$ cat config.mk
export PLATFORM = sky130hd
export DESIGN_NAME = two_button_press_duration_classifier
export DESIGN_NICKNAME = d
export VERILOG_FILES = /design/src/rtl/tbp_pkg.sv /design/src/rtl/tbp_in_stage.sv /design/src/rtl/tbp_classifier.sv /design/src/rtl/tbp_out_stage.sv /design/src/rtl/two_button_press_duration_classifier.sv
export SDC_FILE = /design/constraint.sdc
export NUM_CORES = 1
export LEC_CHECK = 0
export BUFFER_PORTS_ARGS = -buffer_cell sky130_fd_sc_hd__buf_4
export CAP_MARGIN = 20
export CORE_UTILIZATION = 40
export DETAILED_ROUTE_END_ITERATION = 6
export PLACE_DENSITY = 0.59
export SYNTH_ARGS = -nofsm -noshare
export SYNTH_HDL_FRONTEND = slang
export SYNTH_SLANG_ARGS = --single-unit
$ cat constraint.sdc
create_clock -name clock -period 3.95 [get_ports clock]
set_clock_uncertainty 0.15 [all_clocks]
set_input_delay 0.79 -clock clock [delete_from_list [all_inputs] [get_ports clock]]
set_output_delay 0.79 -clock clock [all_outputs]
set_load 0.02 [all_outputs]
$ cat src/rtl/tbp_pkg.sv
// ----------------------------------------------------------------------------
// tbp_pkg
// Shared types and codes for the two-button press duration classifier.
// ----------------------------------------------------------------------------
package tbp_pkg;

   localparam int unsigned TICK_W = 16;

   // key codes: bit 0 is button A, bit 1 is button B
   localparam logic [1:0] KEY_OFF  = 2'd0;
   localparam logic [1:0] KEY_A    = 2'd1;
   localparam logic [1:0] KEY_B    = 2'd2;
   localparam logic [1:0] KEY_BOTH = 2'd3;

   // press classes
   localparam logic [1:0] CLASS_NONE  = 2'd0;
   localparam logic [1:0] CLASS_SHORT = 2'd1;
   localparam logic [1:0] CLASS_LONG  = 2'd2;
   localparam logic [1:0] CLASS_VLONG = 2'd3;

   // register indexes
   localparam logic CSR_LONG_TICKS  = 1'b0;
   localparam logic CSR_VLONG_TICKS = 1'b1;

   localparam logic [TICK_W-1:0] LONG_TICKS_RESET  = 16'd300;
   localparam logic [TICK_W-1:0] VLONG_TICKS_RESET = 16'd700;
   localparam logic [TICK_W-1:0] HOLD_ONE          = 16'd1;
   localparam logic [TICK_W-1:0] HOLD_MAX          = 16'hFFFF;

   typedef enum logic [4:0] {
      PH_IDLE    = 5'b00001,
      PH_CONFIRM = 5'b00010,
      PH_HOLD1   = 5'b00100,
      PH_COUNT   = 5'b01000,
      PH_WAIT    = 5'b10000
   } phase_type;

   typedef struct packed {
      logic [1:0] key_id;
      logic [1:0] press_class;
      logic       freq_mode;
      logic       alarm_mode;
   } result_type;

endpackage

$ cat src/rtl/tbp_in_stage.sv
// ----------------------------------------------------------------------------
// tbp_in_stage
// Input register: captures one scan tick beat and encodes the key code.
// ----------------------------------------------------------------------------
module tbp_in_stage (
   input  logic       clock,
   input  logic       reset,
   input  logic       req_valid,
   output logic       req_stall,
   input  logic       req_button_a_down,
   input  logic       req_button_b_down,
   input  logic       advance,
   output logic       in_valid,
   output logic [1:0] in_code
);
   import tbp_pkg::*;

   logic       in_valid_ff;
   logic       in_valid_in;
   logic [1:0] in_code_ff;
   logic       accept;

   // held beat only blocks new input while the result side is stalled
   assign req_stall = in_valid_ff && !advance;
   assign accept    = req_valid && !req_stall;

   always_comb begin
      in_valid_in = in_valid_ff;
      if (accept) begin
         in_valid_in = 1'b1;
      end else if (advance) begin
         in_valid_in = 1'b0;
      end
   end

   always_ff @(posedge clock) begin
      if (reset) begin
         in_valid_ff <= 1'b0;
      end else begin
         in_valid_ff <= in_valid_in;
      end
   end

   always_ff @(posedge clock) begin
      if (accept) begin
         in_code_ff <= {req_button_b_down, req_button_a_down};
      end
   end

   assign in_valid = in_valid_ff;
   assign in_code  = in_code_ff;

endmodule

$ cat src/rtl/tbp_classifier.sv
// ----------------------------------------------------------------------------
// tbp_classifier
// Press phase machine, hold counter, mode flags and threshold registers.
// ----------------------------------------------------------------------------
module tbp_classifier (
   input  logic                      clock,
   input  logic                      reset,
   input  logic                      csr_we,
   input  logic                      csr_index,
   input  logic [tbp_pkg::TICK_W-1:0] csr_wdata,
   input  logic                      fire,
   input  logic [1:0]                code,
   output tbp_pkg::result_type       result
);
   import tbp_pkg::*;

   logic [TICK_W-1:0] long_ticks_ff;
   logic [TICK_W-1:0] vlong_ticks_ff;
   phase_type         phase_ff, phase_in;
   logic [1:0]        prev_ff, prev_in;
   logic [TICK_W-1:0] hold_ff, hold_in;
   logic              freq_ff, freq_in;
   logic              alarm_ff, alarm_in;
   logic [TICK_W-1:0] hold_inc;
   logic              in_vlong;
   logic              in_long;
   logic [1:0]        rep_key;
   logic [1:0]        rep_class;

   always_ff @(posedge clock) begin
      if (reset) begin
         long_ticks_ff  <= LONG_TICKS_RESET;
         vlong_ticks_ff <= VLONG_TICKS_RESET;
      end else if (csr_we) begin
         unique case (csr_index)
            CSR_LONG_TICKS:  long_ticks_ff  <= csr_wdata;
            CSR_VLONG_TICKS: vlong_ticks_ff <= csr_wdata;
            default: ;
         endcase
      end
   end

   // counter saturates at all ones
   assign hold_inc = (hold_ff == HOLD_MAX) ? hold_ff : hold_ff + HOLD_ONE;
   assign in_vlong = hold_inc > vlong_ticks_ff;
   assign in_long  = (hold_inc < vlong_ticks_ff) && (hold_inc > long_ticks_ff);

   always_comb begin
      phase_in  = phase_ff;
      prev_in   = code;
      hold_in   = hold_ff;
      freq_in   = freq_ff;
      alarm_in  = alarm_ff;
      rep_key   = KEY_OFF;
      rep_class = CLASS_NONE;
      unique case (phase_ff)
         PH_CONFIRM: begin
            phase_in = (code == prev_ff && code != KEY_OFF) ? PH_HOLD1 : PH_IDLE;
         end
         PH_HOLD1: begin
            if (code == prev_ff) begin
               phase_in = PH_COUNT;
            end else if (code == KEY_BOTH) begin
               // sliding into both buttons drops the press silently
               phase_in = PH_IDLE;
               hold_in  = '0;
               prev_in  = KEY_OFF;
            end else begin
               phase_in  = PH_IDLE;
               rep_key   = prev_ff;
               rep_class = CLASS_SHORT;
            end
         end
         PH_COUNT: begin
            hold_in = hold_inc;
            if (code == prev_ff) begin
               if (code == KEY_BOTH) begin
                  if (in_vlong) begin
                     freq_in  = 1'b1;
                     alarm_in = 1'b0;
                  end else if (in_long) begin
                     alarm_in = 1'b1;
                     freq_in  = 1'b0;
                  end
               end
            end else if (code == KEY_BOTH) begin
               phase_in = PH_IDLE;
               hold_in  = '0;
               prev_in  = KEY_OFF;
            end else begin
               rep_key = prev_ff;
               hold_in = '0;
               if (in_vlong) begin
                  phase_in  = PH_WAIT;
                  rep_class = CLASS_VLONG;
               end else if (in_long) begin
                  phase_in  = PH_IDLE;
                  rep_class = CLASS_LONG;
               end else begin
                  phase_in  = PH_IDLE;
                  rep_class = CLASS_SHORT;
               end
            end
         end
         PH_WAIT: begin
            if (code != prev_ff) begin
               phase_in = PH_IDLE;
            end
         end
         default: begin
            phase_in = (code != KEY_OFF && prev_ff == KEY_OFF) ? PH_CONFIRM : PH_IDLE;
         end
      endcase
   end

   always_ff @(posedge clock) begin
      if (reset) begin
         phase_ff <= PH_IDLE;
         prev_ff  <= KEY_OFF;
         hold_ff  <= '0;
         freq_ff  <= 1'b0;
         alarm_ff <= 1'b0;
      end else if (fire) begin
         phase_ff <= phase_in;
         prev_ff  <= prev_in;
         hold_ff  <= hold_in;
         freq_ff  <= freq_in;
         alarm_ff <= alarm_in;
      end
   end

   assign result.key_id      = rep_key;
   assign result.press_class = rep_class;
   assign result.freq_mode   = freq_in;
   assign result.alarm_mode  = alarm_in;

endmodule

$ cat src/rtl/tbp_out_stage.sv
// ----------------------------------------------------------------------------
// tbp_out_stage
// Result register: holds one result beat until the consumer takes it.
// ----------------------------------------------------------------------------
module tbp_out_stage (
   input  logic                clock,
   input  logic                reset,
   input  logic                in_valid,
   input  tbp_pkg::result_type result,
   output logic                advance,
   output logic                rsp_valid,
   input  logic                rsp_stall,
   output logic [1:0]          rsp_key_id,
   output logic [1:0]          rsp_press_class,
   output logic                rsp_freq_mode,
   output logic                rsp_alarm_mode
);
   import tbp_pkg::*;

   logic       rsp_valid_ff;
   result_type rsp_data_ff;

   assign advance = !rsp_valid_ff || !rsp_stall;

   always_ff @(posedge clock) begin
      if (reset) begin
         rsp_valid_ff <= 1'b0;
      end else if (advance) begin
         rsp_valid_ff <= in_valid;
      end
   end

   always_ff @(posedge clock) begin
      if (advance && in_valid) begin
         rsp_data_ff <= result;
      end
   end

   assign rsp_valid       = rsp_valid_ff;
   assign rsp_key_id      = rsp_data_ff.key_id;
   assign rsp_press_class = rsp_data_ff.press_class;
   assign rsp_freq_mode   = rsp_data_ff.freq_mode;
   assign rsp_alarm_mode  = rsp_data_ff.alarm_mode;

endmodule

$ cat src/rtl/two_button_press_duration_classifier.sv
// ----------------------------------------------------------------------------
// two_button_press_duration_classifier
// Classifies two-button presses as short, long or very long per scan tick.
// ----------------------------------------------------------------------------
// Each req beat is one scan tick with the two button levels; every tick gives
// exactly one rsp beat, presented on the rsp port after passing the input
// register, then the phase machine and compare logic feeding the result
// register. A new tick is taken every cycle while the result side keeps up.
// A press is reported on the tick where the key code changes. The user must
// see that long_ticks and very_long_ticks are written through the csr port
// while the block is idle; the block itself does not enforce it.
// ----------------------------------------------------------------------------
module two_button_press_duration_classifier (
   input  logic                       clock,
   input  logic                       reset,
   input  logic                       csr_we,
   input  logic                       csr_index,
   input  logic [tbp_pkg::TICK_W-1:0] csr_wdata,
   input  logic                       req_valid,
   output logic                       req_stall,
   input  logic                       req_button_a_down,
   input  logic                       req_button_b_down,
   output logic                       rsp_valid,
   input  logic                       rsp_stall,
   output logic [1:0]                 rsp_key_id,
   output logic [1:0]                 rsp_press_class,
   output logic                       rsp_freq_mode,
   output logic                       rsp_alarm_mode
);
   import tbp_pkg::*;

   logic       advance;
   logic       in_valid;
   logic [1:0] in_code;
   result_type result;

   tbp_in_stage u_in_stage (
      .clock             (clock),
      .reset             (reset),
      .req_valid         (req_valid),
      .req_stall         (req_stall),
      .req_button_a_down (req_button_a_down),
      .req_button_b_down (req_button_b_down),
      .advance           (advance),
      .in_valid          (in_valid),
      .in_code           (in_code)
   );

   tbp_classifier u_classifier (
      .clock     (clock),
      .reset     (reset),
      .csr_we    (csr_we),
      .csr_index (csr_index),
      .csr_wdata (csr_wdata),
      .fire      (in_valid && advance),
      .code      (in_code),
      .result    (result)
   );

   tbp_out_stage u_out_stage (
      .clock           (clock),
      .reset           (reset),
      .in_valid        (in_valid),
      .result          (result),
      .advance         (advance),
      .rsp_valid       (rsp_valid),
      .rsp_stall       (rsp_stall),
      .rsp_key_id      (rsp_key_id),
      .rsp_press_class (rsp_press_class),
      .rsp_freq_mode   (rsp_freq_mode),
      .rsp_alarm_mode  (rsp_alarm_mode)
   );

endmodule

==> results of run 1 <==
## worst register-to-register path: stages, from the launching register on
cell     delay [ps]
dfxtp_4         380
ha_4            150
nand3_4          90
nor4b_4         360
nor3_4           80
and3_4          210
and4_4          160
xor2_2          160
ha_1            310
nand4_1         190
nor3_2          320
and3_1          230
or3b_4          390
nand3_4         140
nor3_2           50
a311o_1         330
## final timing paths
kind         slack (ps)                             from                              end  cells after the start
max                 130          u_classifier.hold_ff[0]             u_classifier.freq_ff                     15
min                 310  u_classifier.vlong_ticks_ff[11]  u_classifier.vlong_ticks_ff[11]                      2
max reg2reg         130          u_classifier.hold_ff[0]             u_classifier.freq_ff                     15
min reg2reg         310  u_classifier.vlong_ticks_ff[11]  u_classifier.vlong_ticks_ff[11]                      2
## kinds of logic (layout without fill, tap and decap cells)
logic type,after synthesis,count (layout),synth area share
compound gates,107,107,0.181
mux,2,2,0.00560
buf+inv,52,102,0.0520
fa+ha+maj,31,31,0.102
xor+xnor,19,19,0.0438
simple gates,185,185,0.241
flops,67,67,0.374
## metal layers
metal | part of all wire | track usage | up-vias
met1 | 0.49 | 0.260 | 1586
met2 | 0.48 | 0.340 | 47
met5 | 0 | 0 | -
met4 | 0.0076 | 0.0554 | 0
li1 | - | - | 1725
met3 | 0.028 | 0.0401 | 6
## report_power, final
group / internal [mW] / leakage [nW] / total [mW] / switching [mW]
Sequential: 0.711 / 0.561 / 0.724 / 0.0134
Clock: 0.300 / 0.0979 / 0.590 / 0.290
Combinational: 0.0533 / 1.28 / 0.135 / 0.0815
Total: 1.06 / 1.94 / 1.45 / 0.385
## cell usage after synthesis (10+ instances only)
| library cell | n | area share |
|---|---|---|
| o21ai_0 | 10 | 0.013 |
| nor3_1 | 11 | 0.014 |
| a21oi_1 | 50 | 0.066 |
| nand2_1 | 79 | 0.078 |
| inv_1 | 33 | 0.033 |
| dfxtp_1 | 59 | 0.31 |
| xnor2_1 | 12 | 0.028 |
| nor2_1 | 29 | 0.029 |
| ha_1 | 31 | 0.10 |
| o211ai_1 | 13 | 0.026 |
| nand3_1 | 14 | 0.018 |
| clkbuf_1 | 16 | 0.016 |
## timing repair
action / CTS / global route
setup buffers: 0 / 4
hold buffers: 0 / 0
pin swaps: 2 / 17
resized for setup: 1 / 21
endpoints found under the setup margin: 4 / 8
## placed cells by master, fill, tap and decap left out, drive strengths merged, types with 8 or more instances in the layout
| cell | instances |
|---|---|
| o21ai | 11 |
| nand4 | 9 |
| xnor2 | 12 |
| inv | 36 |
| nor2 | 29 |
| edfxtp | 8 |
| a21oi | 50 |
| o211ai | 14 |
| buf | 52 |
| dfxtp | 59 |
| nand2 | 79 |
| nand3 | 16 |
| ha | 31 |
| nor3 | 11 |
| clkbuf | 10 |
## final cells by class
type	count	share of cell area
Timing Repair Buffer	52	0.0848
Tap cell	129	0.0347
Inverter	34	0.0275
Clock buffer	10	0.0275
Multi-Input combinational cell	344	0.502
Clock inverter	6	0.0156
Sequential cell	67	0.308
## sequential cells by signal (all words and copies together) (netlist names), 2 cells and up
register                     cells
u_classifier.hold_ff            16
u_classifier.long_ticks_ff      16
u_classifier.phase_ff            5
u_classifier.prev_ff             2
u_classifier.vlong_ticks_ff     16
u_in_stage.in_code               2
u_out_stage.rsp_key_id           2
u_out_stage.rsp_press_class      2
==> key figures, run 1 <==
Critical path
  – CP Class: register to register
  – Crit end category: register
  – Req. time, crit path: approximately 4000 ps
  – Critical path launch point type: register
  – Delay-heaviest family, CP: simple AND/OR/NAND/NOR gates
  – Cell Chain, Critical Path: ha_4, nand3_4, nor4b_4, nor3_4, and3_4, and4_4, xor2_2, ha_1, nand4_1, nor3_2, and3_1, or3b_4, nand3_4, nor3_2, a311o_1
  – CP max stage delay: 390 ps
  – Critical Path Fanout Max: 7
  – Bufs and invs on worst path: 0
  – CP max-delay cell: or3b_4
  – Worst Path Arrival: between 3000 and 4000 ps

Die
  – I/O pin count: 32
  – Die Height: between 90 and 100 um
  – Die area: roughly 9900 um^2
  – Die width: 99.5 um
  – Row cnt: 35
  – CORE AREA: approximately 9200 um^2
  – Initial core utilization: 0.411

Placed design
  – Cell Area, Placed: approximately 4300 um^2
  – Final Wtd Congestion: around 0.88
  – IO Port Bufs: 31
  – Dpl ws: -54.3 ps
  – Post-DP HPWL: around 6800 um
  – Number of placed instances, taps included: 622

Yosys
  – Mapped Area: between 3000 and 4000 um^2
  – Avg Cell Area, Syn: about 8.2 um^2
  – Flops & latches, synth: 67
  – Post-synth net total: ~520
  – Distinct cells, synth: 53
  – Warnings from Yosys: 0
  – Ys async rst share: 0
  – Commonest register cell after synthesis: dfxtp_1
  – Register area share after synthesis: 0.374
  – Cell count after synthesis: between 400 and 500
  – Post-synth EDFFs: 8

Global routing
  – Overflow after GRT: 0
  – Total GRT Usage: 0.201
  – First-pass GRT wire length: between 15000 and 20000 um
  – Number of global-route vias before repair: between 3000 and 4000
  – Largest net degree at the start of global routing: 50
  – Initial antenna violation count: 0

Outcome
  – Status: complete, no violations

Final layout
  – Share of layout cells above drive strength 1: 0.193
  – Util after Layout: 0.503
  – Final Cell Area: 4650 um^2
  – Area delta synth->final: 22.3%
  – Register area: ~1400 um^2
  – Post-route insts no fill: around 640
  – Final-stage net count: roughly 560
  – Filler cells: about 900
  – Multi-input gate area: 2330 um^2
  – Number of diodes: 0

Timing
  – Final Cycle Share: 0.967
  – Setup TNS Final: 0 ps
  – FMAX: between 0.2 and 0.3 GHz
  – Crit path time final: 3820 ps
  – Fin. Hold Viols: 0
  – Setup ws final: 131 ps
  – Hold slack: around 310 ps
  – Slew @ Worst Pin: 674 ps
  – RSZ-0062 raised after global routing: true
  – Rel. slew slack: 0.547
  – Max-slew violations: 0
  – Final setup vio count: 0

Detailed routing
  – Post-route ant nets: 0
  – Via/cell ratio: around 5.2
  – # DRC: 0
  – Vias: 3364
  – Detailed Route Iter0 Violations: approximately 120
  – First drt pass iteration count: 4
  – Routed WL: 9270 um
  – WL/cell: 14.4 um

Pwr
  – Static Leak: approximately 1.9 nW
  – PD cells: 312 nW/um^2
  – VDD IR-drop max: around 0.18 mV
  – Pwr Total: between 1 and 1.5 mW

CTS
  – CTS Sinks: 67
  – Total CTS buffers: 9
  – CTS clk-pin slew, worst paths: 80 ps
  – CTS root buf: clkbuf_8
  – Worst skew pair latency: approximately 340 ps
  – CTS H-tree depth: 3
  – Bufs on Longest Clock Path: 2
  – CTS tree: built

Job
  – Max Cap Viol: 0

Min path
  – Worst min-delay path class: register to register
(Power assumes the default switching activity.)
==> run 2: changes to the inputs <==
ABC_AREA = 1   (was default)
==> key figures, run 2 <==
Critical path
  – Delay-heaviest family, CP: simple AND/OR/NAND/NOR gates (unchanged)
  – CP startpoint: u_classifier.hold_ff[0] (unchanged)
  – Critical Path Fanout Max: 6 (was 7)
  – Crit Reg-Reg Endpoint: u_out_stage.rsp_press_class[0] (was u_classifier.freq_ff)
  – Reg2Reg Setup Slack: 420 ps (was 130 ps)
  – Bufs and invs on worst path: 0 (unchanged)
  – Worst Reg-to-Reg Cells: 20 (was 15)
  – Crit. path cell count: 20 (was 15)
  – Worst flop-to-flop path startpoint: u_classifier.hold_ff[0] (unchanged)
  – Cell Chain, Critical Path: ha_1, nand2_1, nor2_1, nand2_1, nor2_4, nor2_2, nand3_2, nor2_4, nand2_1, a22oi_1, ha_1, a21oi_1, o21ai_0, a21oi_1, nand2_1, a21oi_1, and3_2, nor2_1, nor2_1, nor2_1 (was ha_4, nand3_4, nor4b_4, nor3_4, and3_4, and4_4, xor2_2, ha_1, nand4_1, nor3_2, and3_1, or3b_4, nand3_4, nor3_2, a311o_1)
  – Crit end category: register (unchanged)
  – Req. time, crit path: 3910 ps (was 4030 ps)
  – CP Class: register to register (unchanged)
  – CP max-delay cell: dfxtp_1 (was or3b_4)
  – Worst Path Arrival: 3490 ps (was 3900 ps)
  – CP max stage delay: 370 ps (was 390 ps)
  – Critical path launch point type: register (unchanged)

Timing
  – Fin. Hold Viols: 0 (unchanged)
  – Max-slew violations: 0 (unchanged)
  – Crit path time final: 3530 ps (was 3820 ps)
  – RSZ-0062 raised after global routing: false (was true)
  – FMAX: 0.284 GHz (was 0.262 GHz)
  – Final Cycle Share: 0.893 (was 0.967)
  – Setup TNS Final: 0 ps (unchanged)
  – Final setup vio count: 0 (unchanged)
  – Slew @ Worst Pin: 1030 ps (was 674 ps)
  – Rel. slew slack: 0.315 (was 0.547)

Yosys
  – Warnings from Yosys: 0 (unchanged)
  – Dominant cells by area after synthesis: dfxtp_1 (31%), nand2_1 (11%), ha_1 (10%) (was dfxtp_1 (31%), ha_1 (10%), nand2_1 (7.8%))
  – Area leader, netlist: dfxtp_1 (unchanged)
  – Avg Cell Area, Syn: 7.26 um^2 (was 8.20 um^2)
  – Flops & latches, synth: 67 (unchanged)
  – Ys async rst share: 0 (unchanged)
  – Synth top area share: 0.315 (was 0.311)
  – Commonest register cell after synthesis: dfxtp_1 (unchanged)
  – Mapped Area: 3750 um^2 (was 3800 um^2)
  – Post-synth net total: 572 (was 518)
  – Distinct cells, synth: 35 (was 53)
  – Post-synth EDFFs: 8 (unchanged)
  – Cell count after synthesis: 517 (was 463)
  – Synth top cells by count: nand2_1 (109), inv_1 (81), a21oi_1 (63), dfxtp_1 (59), nor2_1 (46) (was nand2_1 (79), dfxtp_1 (59), a21oi_1 (50), inv_1 (33), ha_1 (31))
  – Top-count cell post-synth: nand2_1 (unchanged)
  – Register area share after synthesis: 0.379 (was 0.374)

Pwr
  – Sequential power share: 0.468 (was 0.500)
  – VDD IR-drop max: 0.161 mV (was 0.176 mV)
  – Comb power frac: 0.099 (was 0.093)
  – Static Leak: 1.97 nW (was 1.94 nW)
  – Sw Pwr: 0.383 mW (was 0.385 mW)
  – Switching share of power: 0.243 (was 0.266)
  – Internal: 1.19 mW (was 1.06 mW)
  – PD cells: 363 nW/um^2 (was 312 nW/um^2)
  – Clock share of power: 0.434 (was 0.407)

Final layout
  – Number of diodes: 0 (unchanged)
  – Util after Layout: 0.488 (was 0.503)
  – Final Cell Area: 4340 um^2 (was 4650 um^2)
  – Final-stage net count: 603 (was 563)
  – Top Registers: u_classifier.hold_ff (16), u_classifier.long_ticks_ff (16), u_classifier.vlong_ticks_ff (16) (unchanged)
  – Commonest non-fill, non-tap cells in the layout: nand2_1 (109), inv_1 (81), a21oi_1 (63) (was nand2_1 (79), dfxtp_1 (55), buf_4 (51))
  – Most common cell after layout, fill and taps aside: nand2_1 (unchanged)
  – Share of layout cells above drive strength 1: 0.134 (was 0.193)
  – Area delta synth->final: 15.6% (was 22.3%)

Die
  – Initial core utilization: 0.422 (was 0.411)
  – CORE AREA: 8890 um^2 (was 9240 um^2)
  – Row cnt: 34 (was 35)
  – Die Height: 98.9 um (was 99.5 um)
  – Die area: 9780 um^2 (was 9890 um^2)
  – Die width: 98.9 um (was 99.5 um)
  – I/O pin count: 32 (unchanged)

Detailed routing
  – Vias: 3290 (was 3364)
  – Detailed Route Iter0 Violations: 142 (was 123)
  – WL/cell: 12.8 um (was 14.4 um)
  – Via/cell ratio: 4.98 (was 5.24)
  – First drt pass iteration count: 5 (was 4)
  – Post-route ant nets: 0 (unchanged)
  – # DRC: 0 (unchanged)
  – Routed WL: 8470 um (was 9270 um)

Job
  – Max Cap Viol: 0 (unchanged)

CTS
  – Total CTS buffers: 9 (unchanged)
  – CTS root buf: clkbuf_8 (unchanged)
  – CTS tree: built (unchanged)
  – Bufs on Longest Clock Path: 2 (unchanged)
  – CTS H-tree depth: 3 (unchanged)
  – CTS clk-pin slew, worst paths: 80 ps (about the same)
  – CTS Sinks: 67 (unchanged)
  – Worst skew pair latency: 350 ps (was 340 ps)

Placed design
  – Cell Area, Placed: 4090 um^2 (was 4300 um^2)
  – Post-DP HPWL: 6320 um (was 6810 um)
  – IO Port Bufs: 31 (unchanged)
  – Final Wtd Congestion: 0.896 (was 0.878)

Global routing
  – Total GRT Usage: 0.188 (was 0.201)
  – Overflow after GRT: 0 (unchanged)
  – Number of global-route vias before repair: 3090 (was 3318)
  – Initial antenna violation count: 0 (unchanged)
  – Largest net degree at the start of global routing: 39 (was 50)
  – First-pass GRT wire length: 14400 um (was 15700 um)

Min path
  – Worst min-delay path class: register to register (unchanged)
  – Hold depth: 2 (unchanged)
  – Min-delay src: u_classifier.long_ticks_ff[10] (was u_classifier.vlong_ticks_ff[11])
  – WHS Endpoint: u_classifier.long_ticks_ff[10] (was u_classifier.vlong_ticks_ff[11])

Outcome
  – Status: complete, no violations (unchanged)
[run 2: worst max-delay path by stage]
stage                                      to  slack, ps
2_1_floorplan      u_out_stage.rsp_alarm_mode        750
3_3_place_gp   u_out_stage.rsp_press_class[0]        460
3_5_place_dp       u_out_stage.rsp_alarm_mode        340
4_1_cts            u_out_stage.rsp_alarm_mode        320
5_1_grt        u_out_stage.rsp_press_class[0]         60
6_report       u_out_stage.rsp_press_class[0]        420
[run 2: routing by layer]
metal  GRT usage  up-vias  share of wire
li1            -     1739              -
met1       0.259     1484           0.53
met2       0.291       57           0.42
met3      0.0270       10          0.033
met4      0.0827        0          0.018
met5           0        -              0
[run 2: area by class of cell]
type                    instances  area [um^2]
clock inverters                 4         70.1
well taps                     108          135
fillers                       881         4550
repair buffers                 34          255
inverters                      83          312
multi-input cells             353         1980
flip-flops and latches         67         1420
clock buffers                  12          166
[run 2: tightest hold or removal path, cell delays in order, from the launching register on]
cell and delay, ps:
dfxtp_1 300, inv_1 60, a21oi_1 60
[run 2: power by group through the flow]
stage,clock network [mW],registers [mW],logic (mW)
2_1_floorplan,0,0.753,0.0982
3_3_place_gp,0,0.751,0.151
3_5_place_dp,0,0.752,0.155
4_1_cts,0.694,0.736,0.156
5_1_grt,0.722,0.740,0.178
6_report,0.683,0.736,0.155
[run 2: per-stage QoR]
stage | hold slack (ps) | std cells | setup WS, ps | total power [mW]
finish | 317 | 661 | 423 | 1.57
global route | 343 | 661 | 60.8 | 1.64
CTS | 321 | 661 | 324 | 1.59
detailed placement | 309 | 645 | 336 | 0.907
global placement | 303 | 645 | 458 | 0.902
floorplan | 285 | 517 | 747 | 0.851
[run 2: kinds of logic (layout without fill, tap and decap cells)]
kind of cell / after synthesis / after routing / share of synthesized area
adder cells (fa/ha/maj): 31 / 31 / 0.103
flip-flops: 67 / 67 / 0.379
buffers and inverters: 97 / 133 / 0.0986
AND/OR/NAND/NOR: 195 / 195 / 0.227
XOR/XNOR: 11 / 11 / 0.0257
AO/OA/AOI/OAI: 116 / 116 / 0.167
[run 2: timing repair]
action / in CTS / in global routing
setup endpoints to repair: 0 / 5
buffers inserted: 0 / 0
gates resized for setup: 0 / 3
hold buffers: 0 / 0
==> run 3: changes to the inputs <==
CORE_MARGIN = 5   (was default)
RECOVER_POWER = 100   (was default)
==> key figures, run 3 (synthesis gave the netlist of run 2 again) <==
Final layout
  – Most common cell after layout, fill and taps aside: nand2_1 (unchanged)
  – Register area: 1420 um^2 (unchanged)
  – Final Cell Area: 4250 um^2 (was 4340 um^2)
  – Number of diodes: 0 (unchanged)
  – Top Registers: u_classifier.hold_ff (16), u_classifier.long_ticks_ff (16), u_classifier.vlong_ticks_ff (16) (unchanged)
  – Multi-input gate area: 1950 um^2 (was 1980 um^2)
  – Final-stage net count: 604 (was 603)
  – Area delta synth->final: 13.3% (was 15.6%)
  – Share of layout cells above drive strength 1: 0.108 (was 0.134)
  – Filler cells: 952 (was 881)
  – Commonest non-fill, non-tap cells in the layout: nand2_1 (109), inv_1 (81), a21oi_1 (63) (unchanged)

Global routing
  – Overflow after GRT: 0 (unchanged)
  – Initial antenna violation count: 0 (unchanged)
  – First-pass GRT wire length: 13800 um (was 14400 um)
  – Number of global-route vias before repair: 2973 (was 3090)
  – Largest net degree at the start of global routing: 39 (unchanged)
  – Total GRT Usage: 0.152 (was 0.188)

Detailed routing
  – Vias: 3254 (was 3290)
  – Detailed Route Iter0 Violations: 149 (was 142)
  – Routed WL: 8410 um (was 8470 um)
  – First drt pass iteration count: 4 (was 5)
  – WL/cell: 12.6 um (was 12.8 um)
  – Via/cell ratio: 4.89 (was 4.98)
  – Post-route ant nets: 0 (unchanged)
  – # DRC: 0 (unchanged)

Job
  – Max Cap Viol: 0 (unchanged)

Timing
  – Final Cycle Share: 0.905 (was 0.893)
  – FMAX: 0.280 GHz (was 0.284 GHz)
  – Max-slew violations: 0 (unchanged)
  – Fin. Hold Viols: 0 (unchanged)
  – Rel. slew slack: 0.0568 (was 0.315)
  – RSZ-0062 raised after global routing: false (unchanged)
  – Final setup vio count: 0 (unchanged)
  – Crit path time final: 3580 ps (was 3530 ps)
  – Slew @ Worst Pin: 1410 ps (was 1030 ps)
  – Setup TNS Final: 0 ps (unchanged)

CTS
  – CTS Sinks: 67 (unchanged)
  – CTS tree: built (unchanged)
  – Hold Buf Count CTS: 0 (unchanged)
  – CTS H-tree depth: 3 (unchanged)
  – CTS clk-pin slew, worst paths: 70 ps (was 80 ps)
  – Total CTS buffers: 9 (unchanged)
  – CTS root buf: clkbuf_8 (unchanged)
  – Worst skew pair latency: 350 ps (about the same)
  – Bufs on Longest Clock Path: 2 (unchanged)
  – Setup Buffers After CTS: 0 (unchanged)

Placed design
  – Post-DP HPWL: 6340 um (was 6320 um)
  – IO Port Bufs: 31 (unchanged)
  – Final Wtd Congestion: 0.851 (was 0.896)
  – Cell Area, Placed: 4090 um^2 (about the same)

Critical path
  – CP Class: register to register (unchanged)
  – CP startpoint: u_classifier.hold_ff[0] (unchanged)
  – Critical path launch point type: register (unchanged)
  – Worst Path Arrival: 3530 ps (was 3490 ps)
  – Req. time, crit path: 3900 ps (was 3910 ps)
  – CP max-delay cell: dfxtp_1 (unchanged)
  – Crit end category: register (unchanged)
  – CP max stage delay: 430 ps (was 370 ps)
  – Delay-heaviest family, CP: simple AND/OR/NAND/NOR gates (unchanged)
  – Critical Path Fanout Max: 6 (unchanged)
  – Cell Chain, Critical Path: ha_1, nand2_1, nor2_1, nand2_1, nor2_2, nor2_2, nand3_2, nor2_4, a31oi_1, a21oi_1, ha_1, nand2_1, nor2_1, and2_1, nor3b_1, a21oi_1, and3_2, nor2_1, nor3_2 (was ha_1, nand2_1, nor2_1, nand2_1, nor2_4, nor2_2, nand3_2, nor2_4, nand2_1, a22oi_1, ha_1, a21oi_1, o21ai_0, a21oi_1, nand2_1, a21oi_1, and3_2, nor2_1, nor2_1, nor2_1)
  – Worst flop-to-flop path startpoint: u_classifier.hold_ff[0] (unchanged)
  – Bufs and invs on worst path: 0 (unchanged)

Pwr
  – VDD IR-drop max: 0.210 mV (was 0.161 mV)
  – Pwr Total: 1.50 mW (was 1.57 mW)
  – PD cells: 354 nW/um^2 (was 363 nW/um^2)
  – Static Leak: 1.92 nW (was 1.97 nW)

Die
  – Initial core utilization: 0.408 (was 0.422)
  – Die width: 107 um (was 98.9 um)
  – Row cnt: 35 (was 34)
  – I/O pin count: 32 (unchanged)
  – Die area: 11400 um^2 (was 9780 um^2)
  – Die Height: 107 um (was 98.9 um)
  – CORE AREA: 9200 um^2 (was 8890 um^2)

Outcome
  – Status: complete, no violations (unchanged)

Min path
  – Worst min-delay path class: register to register (unchanged)
  – Min-delay src: u_classifier.long_ticks_ff[15] (was u_classifier.long_ticks_ff[10])
## run 3: per-layer routing
layer,global-route usage,part of all wire
met5,0,0
met4,0.0548,0.018
met3,0.0373,0.030
met2,0.260,0.48
met1,0.186,0.47
## run 3: path summary, 6_finish.rpt
path	to	slack (ps)	cells after the start
worst min register to register	u_classifier.long_ticks_ff[15]	320	2
worst max-delay path	u_out_stage.rsp_press_class[1]	370	19
worst max register to register	u_out_stage.rsp_press_class[1]	370	19
worst min-delay path	u_classifier.long_ticks_ff[15]	320	2
## run 3: report_power, final
| part | total, mW | switching [mW] | internal, mW |
|---|---|---|---|
| clock network | 0.617 | 0.269 | 0.348 |
| logic | 0.151 | 0.0955 | 0.0552 |
| registers | 0.736 | 0.0131 | 0.722 |
## run 3: cell type report
type / count / area share
multi-input combinational: 353 / 0.459
inverter: 83 / 0.0733
timing repair buffer: 35 / 0.0521
tap: 111 / 0.0327
clock inverter: 7 / 0.0194
sequential: 67 / 0.334
clock buffer: 9 / 0.0291
## run 3: repair_timing
| item | CTS | global route |
|---|---|---|
| endpoints found under the setup margin | 0 | 1 |
| endpoints found under the hold margin | 0 | 0 |
| resized for setup | 0 | 2 |
## run 3: worst register-to-register path, delay by kind of cell, from the launching register on
family                   cells  cell delay (ps)
adder cells (fa/ha/maj)      2              570
AND/OR/NAND/NOR             14             1830
flip-flops                   1              430
AO/OA/AOI/OAI                3              380
## run 3: metrics by stage
step,utilization,setup WS (ps),cells,hold slack [ps]
after CTS,0.467,407,664,320
after global routing,0.462,24.7,665,335
after floorplan,-,747,517,285
final,0.462,373,665,320
after global placement,0.445,484,648,301
after detailed placement,0.445,431,648,307
